### config.mk
export PLATFORM = sky130hd
export DESIGN_NAME = gct_dist
export DESIGN_NICKNAME = d
export VERILOG_FILES = /design/src/sv/greedy_centroid_tracker_assert.svh /design/src/sv/gct_pkg.sv /design/src/sv/gct_dist.sv
export SDC_FILE = /design/constraint.sdc
export NUM_CORES = 1
export LEC_CHECK = 0
export BUFFER_PORTS_ARGS = -buffer_cell sky130_fd_sc_hd__buf_2
export CAP_MARGIN = 40
export CELL_PAD_IN_SITES_DETAIL_PLACEMENT = 1
export CELL_PAD_IN_SITES_GLOBAL_PLACEMENT = 2
export CORE_MARGIN = 5
export CORE_UTILIZATION = 39
export CTS_BUF_LIST = sky130_fd_sc_hd__clkbuf_2 sky130_fd_sc_hd__clkbuf_4 sky130_fd_sc_hd__clkbuf_8
export CTS_CLUSTER_DIAMETER = 100
export DETAILED_ROUTE_END_ITERATION = 10
export GPL_ROUTABILITY_DRIVEN = 0
export HOLD_SLACK_MARGIN = 0.05
export PLACE_DENSITY = 0.85
export SETUP_SLACK_MARGIN = 0.3
export SLEW_MARGIN = 10
export SYNTH_ARGS = -nofsm -noshare
export SYNTH_HDL_FRONTEND = slang
export SYNTH_SLANG_ARGS = --single-unit
### constraint.sdc
create_clock -name i_clk -period 8.7 [get_ports i_clk]
set_input_delay 0.87 -clock i_clk [delete_from_list [all_inputs] [get_ports i_clk]]
set_output_delay 0.87 -clock i_clk [all_outputs]
set_load 0.05 [all_outputs]
### src/sv/greedy_centroid_tracker_assert.svh
// Assertion macros for the centroid tracker.
`ifndef GREEDY_CENTROID_TRACKER_ASSERT_SVH
`define GREEDY_CENTROID_TRACKER_ASSERT_SVH
`ifndef SYNTHESIS
// Consequent holds in the same cycle as the antecedent.
`define GCT_ASSERT_SAME(label, clk, rst_n, ante, cons) \
    label: assert property (@(posedge clk) disable iff (!rst_n) (ante) |-> (cons)) \
        else $error("assertion failed");
// Consequent holds in the cycle after the antecedent.
`define GCT_ASSERT_NEXT(label, clk, rst_n, ante, cons) \
    label: assert property (@(posedge clk) disable iff (!rst_n) (ante) |=> (cons)) \
        else $error("assertion failed");
`else
`define GCT_ASSERT_SAME(label, clk, rst_n, ante, cons)
`define GCT_ASSERT_NEXT(label, clk, rst_n, ante, cons)
`endif
`endif

### src/sv/gct_pkg.sv
`timescale 1ns / 1ps
package gct_pkg;

    // Configuration register indexes.
    localparam logic CFG_MISSING_LIMIT = 1'b0;
    localparam logic CFG_MATCH_RADIUS  = 1'b1;

    localparam int unsigned CFG_DW = 13;
    localparam int unsigned D2_W   = 27;

    typedef struct packed {
        logic        mode;
        logic [7:0]  obj_class;
        logic [11:0] box_x;
        logic [11:0] box_y;
        logic [11:0] box_w;
        logic [11:0] box_h;
    } t_in_item;

    typedef struct packed {
        logic        valid_res;
        logic [31:0] track_id;
        logic [12:0] center_x;
        logic [12:0] center_y;
        logic [11:0] out_x;
        logic [11:0] out_y;
        logic [11:0] out_w;
        logic [11:0] out_h;
        logic        age;
        logic        overflow;
        logic        last;
    } t_out_item;

    // One track table entry as held in the slot memory.
    typedef struct packed {
        logic [31:0] id;
        logic [12:0] cx;
        logic [12:0] cy;
        logic [11:0] bx;
        logic [11:0] by;
        logic [11:0] bw;
        logic [11:0] bh;
        logic [7:0]  age;
    } t_entry;

endpackage

### src/sv/gct_dist.sv
`timescale 1ns / 1ps
module gct_dist
    import gct_pkg::*;
#(
    parameter int unsigned AW = 5
) (
    input  logic            i_clk,
    input  logic            i_rst_n,
    input  logic            i_v,
    input  logic [AW-1:0]   i_idx,
    input  logic [31:0]     i_id,
    input  logic [12:0]     i_scx,
    input  logic [12:0]     i_scy,
    input  logic [12:0]     i_dcx,
    input  logic [12:0]     i_dcy,
    output logic            o_v,
    output logic [AW-1:0]   o_idx,
    output logic [31:0]     o_id,
    output logic [D2_W-1:0] o_d2
);

    logic [12:0]     dx;
    logic [12:0]     dy;
    logic            r_v1;
    logic [AW-1:0]   r_idx1;
    logic [31:0]     r_id1;
    logic [25:0]     r_dx2;
    logic [25:0]     r_dy2;
    logic            r_v2;
    logic [AW-1:0]   r_idx2;
    logic [31:0]     r_id2;
    logic [D2_W-1:0] r_d2;

    // Absolute differences of the centroid coordinates.
    assign dx = (i_scx > i_dcx) ? (i_scx - i_dcx) : (i_dcx - i_scx);
    assign dy = (i_scy > i_dcy) ? (i_scy - i_dcy) : (i_dcy - i_scy);

    // Stage one squares, stage two sums.
    always_ff @(posedge i_clk) begin
        if (!i_rst_n) begin
            r_v1 <= 1'b0;
            r_v2 <= 1'b0;
        end else begin
            r_v1 <= i_v;
            r_v2 <= r_v1;
        end
        r_idx1 <= i_idx;
        r_id1  <= i_id;
        r_dx2  <= 26'(dx) * 26'(dx);
        r_dy2  <= 26'(dy) * 26'(dy);
        r_idx2 <= r_idx1;
        r_id2  <= r_id1;
        r_d2   <= D2_W'(r_dx2) + D2_W'(r_dy2);
    end

    assign o_v   = r_v2;
    assign o_idx = r_idx2;
    assign o_id  = r_id2;
    assign o_d2  = r_d2;

endmodule

After elaboration in Yosys (flattened, before gate mapping)
Index checks and enable logic that the tools add are counted.

Muxes and demuxes: 2. Multiply operators: 2. Add/sub/neg operators: 5. Magnitude comparators: 2.

Operator list (count): 13-bit by 13-bit multiplier with 26-bit output (2); 13-bit subtractor (4); 26-bit by 26-bit adder with 27-bit output (1); 13-bit greater-than comparator (2); 13-bit two-way mux (2).

Logic and storage cells: 20. Output and inout port bits: 65. Input port bits: 92. Register bits: 155.

Logic depth before layout (Yosys ltp)
Gate-level depths: netlist of run 1.

Word-level depth: 3. Depth in mapped cells: 33. Depth with buffers taken out: 32.

Worst setup path before layout of run 1
Ideal clock, no wire load.

Path kind: input to register. Start: input port i_scy[6]. End: register r_dy2[24]. Path slack: 0.859 ns. Buffers on the path: 2. Cell stages on the path: 30. Setup time: 0.072 ns. Data required time: 8.628 ns. Arrival time: 7.768 ns. Cells stage by stage: inv_1 -> ha_1 -> clkbuf_1 -> and3_4 -> a221o_1 -> a31oi_4 -> o21ai_2 -> buf_6 -> mux2i_2 -> xor2_2 -> inv_2 -> nor2_1 -> fa_1 -> fa_1 -> inv_1 -> fa_1 -> inv_1 -> fa_1 -> inv_1 -> fa_1 -> inv_1 -> ha_1 -> a21oi_1 -> o21ai_0 -> and2_1 -> a2111oi_0 -> o21ai_0 -> a31o_2 -> a21oi_1 -> xnor2_1.

Word-level cells in the longest chain between the ends: 3.

RTL lines: start: declaration (RTL line gct_dist.sv:13) `input logic [12:0] i_scy,`; 13-bit subtractor or 13-bit greater-than comparator (tied branches) (RTL line gct_dist.sv:36) `assign dy = (i_scy > i_dcy) ? (i_scy - i_dcy) : (i_dcy - i_scy);`; 13-bit two-way mux * (RTL line gct_dist.sv:36); 13-bit by 13-bit multiplier with 26-bit output * (RTL line gct_dist.sv:50) `r_dy2 <= 26'(dy) * 26'(dy);`; end signal: assignment (RTL line gct_dist.sv:50); end: declaration (RTL line gct_dist.sv:28) `logic [25:0] r_dy2;`.

Mark *: on every way between the ends. The rest lies on a longest branch, timed or not. A chain may end at the register's enable or synchronous reset.

Worst setup path in the final report of run 1
Same ends and word-level chain as after synthesis.

==> results of run 1 <==
-- flip-flops by register name, summed over array words and instances, names as in the netlist --
| register | count |
|---|---|
| o_idx | 5 |
| r_dx2 | 25 |
| o_id | 32 |
| r_idx1 | 5 |
| r_dy2 | 25 |
| r_id1 | 32 |
| r_v1 | 1 |
| o_d2 | 27 |
| o_v | 1 |
-- metal layers --
| layer | up-vias | track usage (%) |
|---|---|---|
| met4 | 0 | 2.48 |
| li1 | 5615 | - |
| met5 | - | 0 |
| met3 | 19 | 3.02 |
| met2 | 188 | 29.7 |
| met1 | 5802 | 22.9 |
-- kinds of logic (layout without fill, tap and decap cells) --
kind of cell | count (synthesis) | count (layout) | synth area share (%)
buf+inv | 425 | 637 | 10.6
fa+ha+maj | 404 | 404 | 42.2
simple gates | 337 | 337 | 9.96
compound gates | 233 | 233 | 10.1
flops | 153 | 153 | 19.8
xor+xnor | 98 | 98 | 5.94
mux | 21 | 21 | 1.47
other cells | 0 | 1 | 0
-- layout by cell type (no fill, tap or decap), drive strengths merged, types with 35 or more instances in the layout --
| cell type | Yosys | layout |
|---|---|---|
| a21o | 42 | 42 |
| a21oi | 72 | 72 |
| buf | 13 | 205 |
| dfxtp | 153 | 153 |
| fa | 195 | 195 |
| ha | 209 | 209 |
| inv | 401 | 410 |
| nand2 | 86 | 86 |
| nor2 | 135 | 135 |
| o21ai | 39 | 39 |
| xnor2 | 63 | 63 |
| xor2 | 35 | 35 |
-- worst max-delay path, delay by kind of cell --
kind | cells | cell delay [ps]
and+or+nand+nor | 5 | 890
buffers and inverters | 9 | 1030
muxes | 1 | 280
adders and majority gates | 7 | 3410
xor gates and xnor gates | 2 | 280
AOI/OAI and AO/OA | 8 | 1750
-- timing repair --
| action | in CTS | in global routing |
|---|---|---|
| resized for setup | 0 | 15 |
| endpoints found under the setup margin | 0 | 8 |
| buffers inserted | 0 | 1 |
-- per-stage QoR --
stage | area, um2 | setup TNS [ps] | utilization (%)
floorplan | 15500 | 0 | -
global placement | 17100 | 0 | 43.4
detailed placement | 17100 | -3.51 | 43.4
CTS | 17500 | 0 | 44.4
global route | 17600 | 0 | 44.7
finish | 17600 | 0 | 44.7
-- path summary, 6_finish.rpt --
kind	end	slack, ps
max	r_dy2[24]	580
min	o_id[1]	330
max reg2reg	o_d2[22]	5390
min reg2reg	o_id[1]	330
-- area by class of cell --
class | instances | area share (%)
multi-input combinational | 1093 | 61.5
inverter | 401 | 8.53
sequential | 153 | 17.4
timing repair buffer | 205 | 6.51
clock inverter | 14 | 1.00
tap | 525 | 3.72
antenna | 1 | 0.0142
clock buffer | 17 | 1.33
==> reports/results.md, run 1 <==
| Quantity | Value |
|---|---|
| Initial cell density of the core | 39.2% |
| Area added between synthesis and finish | 14.1% |
| Minimum clock period | 8120 ps |
| Post-synth top area share | 25.2% |
| Total gr overflow | 0 |
| Routed length on met3 | 1560 um |
| Routed WL per cell | 15.2 um |
| Overall routed net length | 36600 um |
| Endpoint type of the worst setup path | flip-flop |
| Met1 Routed Length | 16900 um |
| Hold Path Stages | 0 |
| Number of placed instances with taps included | 2376 |
| Number of inserted filler cells in the final layout | 4662 |
| Count of pins over their slew limit | 0 |
| Detailed placer's ending HPWL | 31500 um |
| Critical Setup Path Class | in -> reg |
| Smallest hold slack | 330 ps |
| Count of flip-flops with a built-in enable after synthesis | 0 |
| Vias in the first global route | 12700 |
| Final hold violation count | 0 |
| Synth Flop Type | sky130_fd_sc_hd__dfxtp_1 |
| Crit path from | i_scy[6] |
| TritonCTS buffer count | 17 |
| Core Box Area | 39500 um2 |
| Setup slack after layout | 583 ps |
| Largest net degree at the start of global routing | 17 |
| Largest fanout on the critical path | 8 |
| Die boundary height | 209 um |
| Non-filler cells in the finished layout | 2409 |
| Cells taking the most area after synthesis | sky130_fd_sc_hd__fa_1 (25%), sky130_fd_sc_hd__dfxtp_1 (20%), sky130_fd_sc_hd__ha_1 (17%) |
| Hold_sp | r_id1[1] |
| Count of antenna-violating nets left after detailed routing | 0 |
| Yosys Warn Count | 0 |
| Initial antenna violation count | 0 |
| Slowest cell on the critical path | sky130_fd_sc_hd__fa_1 |
| Clk slew on worst S/H paths | 90 ps |
| Number of top-level design ports | 157 |
| Hold-fix buffers, CTS | 0 |
| Clock tree from TritonCTS | done |
| Std-Cell Rows | 73 |
| Routed length on met2 | 17900 um |
| Mean instance size in the synthesized netlist | 9.25 um2 |
| Worst skew pair latency | 470 ps |
| Wire length of the first global-routing pass | 61900 um |
| Detailed-route DRC error count | 0 |
| Worst Clk Skew | 20.9 ps |
| FF+latch count, synth | 153 |
| Dpl ws | -3.51 ps |
| Seq/Total Area, Yosys | 19.8% |
| Highest metal layer with signal wires | met4 |
| Transition at the pin with the smallest max-transition slack | 619 ps |
| Area of the die | 43700 um2 |
| Worst rel slew slack | 57.7% |
| Slowest cell delay on critical path | 540 ps |
| Outcome | completed |
| TritonRoute pass-1 iters | 4 |
| Die Wd | 209 um |
| CP arrival | 8510 ps |
| Number of buffers added on ports | 156 |
| Class of the tightest hold or removal check | reg -> reg |
| Vias | 11600 |
| Depth of the most critical reg-to-reg path | 10 |
| Cell type with the largest total area after synthesis | sky130_fd_sc_hd__fa_1 |
| Max_cap viols | 0 |
| Clock tree root driver cell | sky130_fd_sc_hd__clkbuf_8 |
| Setup violations, final | 0 |
| Post-Synthesis Cell Area | 15500 um2 |
| Net count of the finished layout | 2367 |
| Most used standard cells in the synthesized netlist | sky130_fd_sc_hd__inv_1 (389), sky130_fd_sc_hd__ha_1 (209), sky130_fd_sc_hd__fa_1 (195) |
| Share of layout cells above drive strength 1 | 16.0% |
| Reg-to-reg critical path startpoint | r_dy2[3] |
| Cell count after synthesis | 1671 |
| Number of nets in the synthesized netlist | 2167 |
| Via-per-instance ratio | 4.83 |
| Highest Clock Rate | 123 MHz |
| Proportion of synthesized flip-flops having asynchronous set or reset | 0% |
| Element type at the critical path start | primary input |
| TritonCTS Sinks | 153 |
| Combined global-route utilization of all metal layers | 17.1% |
| Number of distinct library cell variants in the gate-level netlist after synthesis | 69 |
| Ratio of final minimum period to clock period | 93.3% |
| Storage cell area | 3060 um2 |
| Most common cell in the netlist | sky130_fd_sc_hd__inv_1 |
| H-tree Lvls | 4 |
| Number of buffers on the longest clock path | 2 |
| Multi-input combinational cell area | 10800 um2 |
| DRT iter0 DRCs | 419 |
| Cell type with the highest occurrence count on the critical path | sky130_fd_sc_hd__fa_1 |
| Required time of the critical path | 9090 ps |
| Unrepaired setup endpoints after global routing | true |
Power of run 1 is not shown: default switching activity piles up to over one toggle a cycle in this logic, so the estimate is an artifact.
==> run 2, diff against run 1 <==
- CAP_MARGIN: 40 -> default
- clock period: 8.7 -> 9.1 ns (I/O delays scaled with it)
==> reports/results.md, run 2 (synthesis gave the netlist of run 1 again) <==
| Quantity | Value | vs previous |
|---|---|---|
| Outcome | completed |  |
| TritonCTS buffer count | 17 | unchanged |
| Endpoint type of the worst setup path | flip-flop |  |
| Total gr overflow | 0 | unchanged |
| Via-per-instance ratio | 4.81 | -0.37% |
| Max_cap viols | 0 | unchanged |
| Number of placed instances with taps included | 2365 | -0.46% |
| Non-filler cells in the finished layout | 2397 | -0.50% |
| Std-Cell Rows | 73 | unchanged |
| Worst rel slew slack | 49.1% | -8.6 points |
| DRT iter0 DRCs | 386 | -7.9% |
| Area added between synthesis and finish | 12.9% |  |
| Largest fanout on the critical path | 11 | +3 |
| Clock tree root driver cell | sky130_fd_sc_hd__clkbuf_8 |  |
| Dpl ws | 124 ps | +127 ps |
| Required time of the critical path | 9440 ps | +350 ps |
| Detailed placer's ending HPWL | 31400 um | -0.40% |
| Area of the die | 43700 um2 | unchanged |
| Worst skew pair latency | 460 ps | about the same |
| Cell type with the highest occurrence count on the critical path | sky130_fd_sc_hd__fa_1 |  |
| Overall routed net length | 36100 um | -1.5% |
| Minimum clock period | 8410 ps |  |
| Initial cell density of the core | 39.2% | unchanged |
| Setup violations, final | 0 | unchanged |
| Number of buffers and inverters on the critical path | 9 | unchanged |
| Routed WL per cell | 15.0 um | -0.98% |
| Die Wd | 209 um | unchanged |
| TritonRoute pass-1 iters | 4 | unchanged |
| Most common cell after layout, fill and taps aside | sky130_fd_sc_hd__inv_1 |  |
| Count of pins over their slew limit | 0 | unchanged |
| Critical Setup Path Class | in -> reg |  |
| Largest net degree at the start of global routing | 17 | unchanged |
| Antenna diode count | 0 | -1 |
| Wire length of the first global-routing pass | 61800 um | -0.12% |
| Number of buffers added on ports | 156 | unchanged |
| Setup slack after layout | 695 ps | +112 ps |
| Clock tree from TritonCTS | done |  |
| TritonCTS Sinks | 153 | unchanged |
| Initial antenna violation count | 0 | unchanged |
| Total placed instance area | 17000 um2 | -0.48% |
| Slowest cell delay on critical path | 580 ps | +40 ps |
| Slowest cell on the critical path | sky130_fd_sc_hd__o21ai_2 |  |
| Class of the tightest hold or removal check | reg -> reg |  |
| Net count of the finished layout | 2355 | -0.51% |
| Die boundary height | 209 um | unchanged |
| Combined global-route utilization of all metal layers | 17.0% | -0.10 points |
| CP arrival | 8740 ps | +230 ps |
| Crit path max-delay family | adder cells |  |
| Total negative slack for setup checks | 0 ps | unchanged |
| Unrepaired setup endpoints after global routing | false |  |
| Hold-fix buffers, CTS | 0 | unchanged |
| Highest Clock Rate | 119 MHz |  |
| Commonest cells after routing, fill and taps aside | sky130_fd_sc_hd__inv_1 (389), sky130_fd_sc_hd__ha_1 (209), sky130_fd_sc_hd__fa_1 (195) |  |
| Share of layout cells above drive strength 1 | 14.9% | -1.1 points |
| Detailed-route DRC error count | 0 | unchanged |
| Element type at the critical path start | primary input |  |
| H-tree Lvls | 4 | unchanged |
| Count of antenna-violating nets left after detailed routing | 0 | unchanged |
| Core Box Area | 39500 um2 | unchanged |
| Number of buffers on the longest clock path | 2 | unchanged |
| Worst Clk Skew | 17.3 ps | -3.65 ps |
| Vias | 11500 | -0.87% |
| Vias in the first global route | 12800 | +0.34% |
| Transition at the pin with the smallest max-transition slack | 763 ps | +145 ps |
| Number of top-level design ports | 157 | unchanged |
| Final non-filler cell area | 17500 um2 | -1.0% |
| Ratio of final minimum period to clock period | 92.4% |  |
| Clk slew on worst S/H paths | 100 ps | about the same |
| Final hold violation count | 0 | unchanged |
==> run 2: changes by cell type in the layout (fill, tap and decap cells not counted), sizes merged <==
cell	delta
diode	-1
bufinv	-1
clkinv	+2
clkbuf	+1
inv	-2
clkinvlp	+1
buf	-12
==> run 2: routing by layer <==
metal / up-vias / routed length (um) / track usage (%) / part of all wire (%)
li1: 5593 / - / - / -
met1: 5760 / 17000 / 22.7 / 47
met2: 154 / 17700 / 29.8 / 49
met3: 16 / 1110 / 2.63 / 3.1
met4: 0 / 259 / 2.54 / 0.72
met5: - / 0 / 0 / 0
==> run 2: area by class of cell <==
cell class / instances / area [um2]
Fill cell: 4702 / 22000
Multi-Input combinational cell: 1093 / 10800
Sequential cell: 153 / 3060
Inverter: 401 / 1510
Timing Repair Buffer: 193 / 1060
Tap cell: 525 / 657
Clock buffer: 18 / 241
Clock inverter: 14 / 158
==> run 2: timing repair <==
action                                  CTS  global route
resized for setup                         0             2
endpoints found under the setup margin    0             2
buffers inserted                          0             0
==> run 2: worst paths after layout <==
path | from | end | slack (ps) | cells after the start
max | i_scy[4] | r_dy2[25] | 690 | 31
min | r_idx1[4] | o_idx[4] | 320 | 0
max reg2reg | r_dy2[3] | o_d2[25] | 5880 | 10
min reg2reg | r_idx1[4] | o_idx[4] | 320 | 0
==> run 2: worst reg2reg max path, delay by kind of cell (launching register included) <==
| kind | cells | cell delay [ps] |
|---|---|---|
| AOI/OAI and AO/OA | 6 | 1820 |
| xor gates and xnor gates | 1 | 150 |
| adders and majority gates | 1 | 330 |
| DFF | 1 | 340 |
| and+or+nand+nor | 2 | 460 |
==> run 2: per-stage QoR <==
stage,hold slack [ps],utilization [%]
floorplan,310,-
global placement,310,43.2
detailed placement,313,43.2
CTS,317,44.2
global route,321,44.2
finish,315,44.2
Power of run 2 is left out for the same reason.
==> run 3, diff against run 2 <==
- clock period: 9.1 -> 8.4 ns (I/O delays scaled with it)
==> reports/results.md, run 3 (synthesis gave the netlist of run 1 again) <==
| Quantity | Value | vs previous |
|---|---|---|
| Element type at the critical path start | primary input |  |
| Critical Setup Path Class | in -> reg |  |
| Non-filler cells in the finished layout | 2431 | +1.4% |
| H-tree Lvls | 4 | unchanged |
| Vias in the first global route | 12700 | -0.51% |
| Class of the tightest hold or removal check | reg -> reg |  |
| Number of buffers added on ports | 156 | unchanged |
| Area of the die | 43700 um2 | unchanged |
| Number of top-level design ports | 157 | unchanged |
| Std-Cell Rows | 73 | unchanged |
| Endpoint type of the worst setup path | flip-flop |  |
| Slowest cell on the critical path | sky130_fd_sc_hd__fa_1 |  |
| Routed WL per cell | 15.1 um | +0.61% |
| Total gr overflow | 0 | unchanged |
| Required time of the critical path | 8790 ps | -650 ps |
| Clock tree from TritonCTS | done |  |
| Minimum clock period | 7820 ps |  |
| DRT iter0 DRCs | 418 | +8.3% |
| TritonCTS buffer count | 17 | unchanged |
| Wire length of the first global-routing pass | 61500 um | -0.44% |
| Slowest cell delay on critical path | 550 ps | -30 ps |
| Most common cell after layout, fill and taps aside | sky130_fd_sc_hd__inv_1 |  |
| Setup violations, final | 0 | unchanged |
| Worst skew pair latency | 470 ps | about the same |
| TritonCTS Sinks | 153 | unchanged |
| Number of inserted filler cells in the final layout | 4692 | -0.21% |
| CP arrival | 8210 ps | -530 ps |
| Smallest hold slack | 332 ps | +17.4 ps |
| Unrepaired setup endpoints after global routing | true |  |
| Detailed-route DRC error count | 0 | unchanged |
| Highest Clock Rate | 128 MHz |  |
| Hold-fix buffers, CTS | 0 | unchanged |
| Largest net degree at the start of global routing | 18 | +1 |
| Initial antenna violation count | 1 | +1 |
| Worst Clk Skew | 14.3 ps | -2.98 ps |
| Multi-input combinational cell area | 10900 um2 | +1.2% |
| Transition at the pin with the smallest max-transition slack | 576 ps | -187 ps |
| TritonRoute pass-1 iters | 5 | +1 |
| Largest fanout on the critical path | 5 | -6 |
| Die boundary height | 209 um | unchanged |
| Count of antenna-violating nets left after detailed routing | 0 | unchanged |
| Area added between synthesis and finish | 15.5% |  |
| Worst rel slew slack | 60.6% | +12 points |
| Count of pins over their slew limit | 0 | unchanged |
| Antenna diode count | 0 | unchanged |
| Max_cap viols | 0 | unchanged |
| Initial cell density of the core | 39.2% | unchanged |
| Clk slew on worst S/H paths | 100 ps | about the same |
| Die Wd | 209 um | unchanged |
| Number of placed instances with taps included | 2385 | +0.85% |
| Detailed placer's ending HPWL | 31700 um | +0.98% |
| Core Box Area | 39500 um2 | unchanged |
| Net count of the finished layout | 2389 | +1.4% |
| Number of buffers on the longest clock path | 2 | unchanged |
| Outcome | completed |  |
| Overall routed net length | 36800 um | +2.0% |
| Storage cell area | 3060 um2 | unchanged |
| Clock tree root driver cell | sky130_fd_sc_hd__clkbuf_8 |  |
| Combined global-route utilization of all metal layers | 17.0% | -0.044 points |
| Cell type with the highest occurrence count on the critical path | sky130_fd_sc_hd__fa_1 |  |
| Vias | 11700 | +1.3% |
| Via-per-instance ratio | 4.80 | about the same |
| Share of layout cells above drive strength 1 | 17.6% | +2.7 points |
| Commonest cells after routing, fill and taps aside | sky130_fd_sc_hd__inv_1 (389), sky130_fd_sc_hd__ha_1 (207), sky130_fd_sc_hd__fa_1 (195) |  |
| Final hold violation count | 0 | unchanged |
| Ratio of final minimum period to clock period | 93.1% |  |
-- run 3: cell types whose count changed in the layout (fill, tap and decap cells not counted), sizes merged --
cell and change:
buf +34, bufinv -1, inv +1
-- run 3: repair_timing --
action / in CTS / in global routing
endpoints found under the hold margin: 0 / 0
endpoints found under the setup margin: 0 / 10
buffers inserted: 0 / 14
resized for setup: 0 / 35
-- run 3: metrics by stage --
| step | util, % | setup WS [ps] | setup TNS [ps] | instance area, um2 |
|---|---|---|---|---|
| 3_5_place_dp | 43.6 | -140 | -279 | 17200 |
| 5_1_grt | 45.3 | 183 | 0 | 17900 |
| 3_3_place_gp | 43.6 | 44.7 | 0 | 17200 |
| 6_report | 45.3 | 581 | 0 | 17900 |
| 4_1_cts | 44.6 | 349 | 0 | 17600 |
| 2_1_floorplan | - | 589 | 0 | 15500 |
-- run 3: final cells by class --
type | count | area share (%)
multi-input combinational | 1093 | 61.0
sequential | 153 | 17.1
inverter | 401 | 8.45
timing repair buffer | 227 | 7.45
tap | 525 | 3.68
clock buffer | 18 | 1.35
clock inverter | 14 | 0.876
-- run 3: worst paths after layout --
kind	startpoint	cells past startpoint	to	slack [ps]
max	i_scx[4]	30	r_dx2[23]	580
min	r_id1[10]	0	o_id[10]	330
min reg2reg	r_id1[10]	0	o_id[10]	330
max reg2reg	r_dy2[3]	10	o_d2[25]	5150
-- run 3: critical path: cells and delay by family --
kind            cells  cell delay (ps)
simple gates        4              920
fa+ha+maj           7             3160
buf+inv             6              340
xor+xnor            2              300
compound gates     11             2620
-- run 3: metal layers --
| layer | wire (um) | up-vias | GRT usage [%] |
|---|---|---|---|
| li1 | - | 5651 | - |
| met1 | 17000 | 5780 | 22.9 |
| met2 | 17900 | 220 | 29.1 |
| met3 | 1630 | 22 | 3.18 |
| met4 | 274 | 2 | 2.45 |
| met5 | 13 | - | 0 |
Power of run 3 is left out for the same reason.
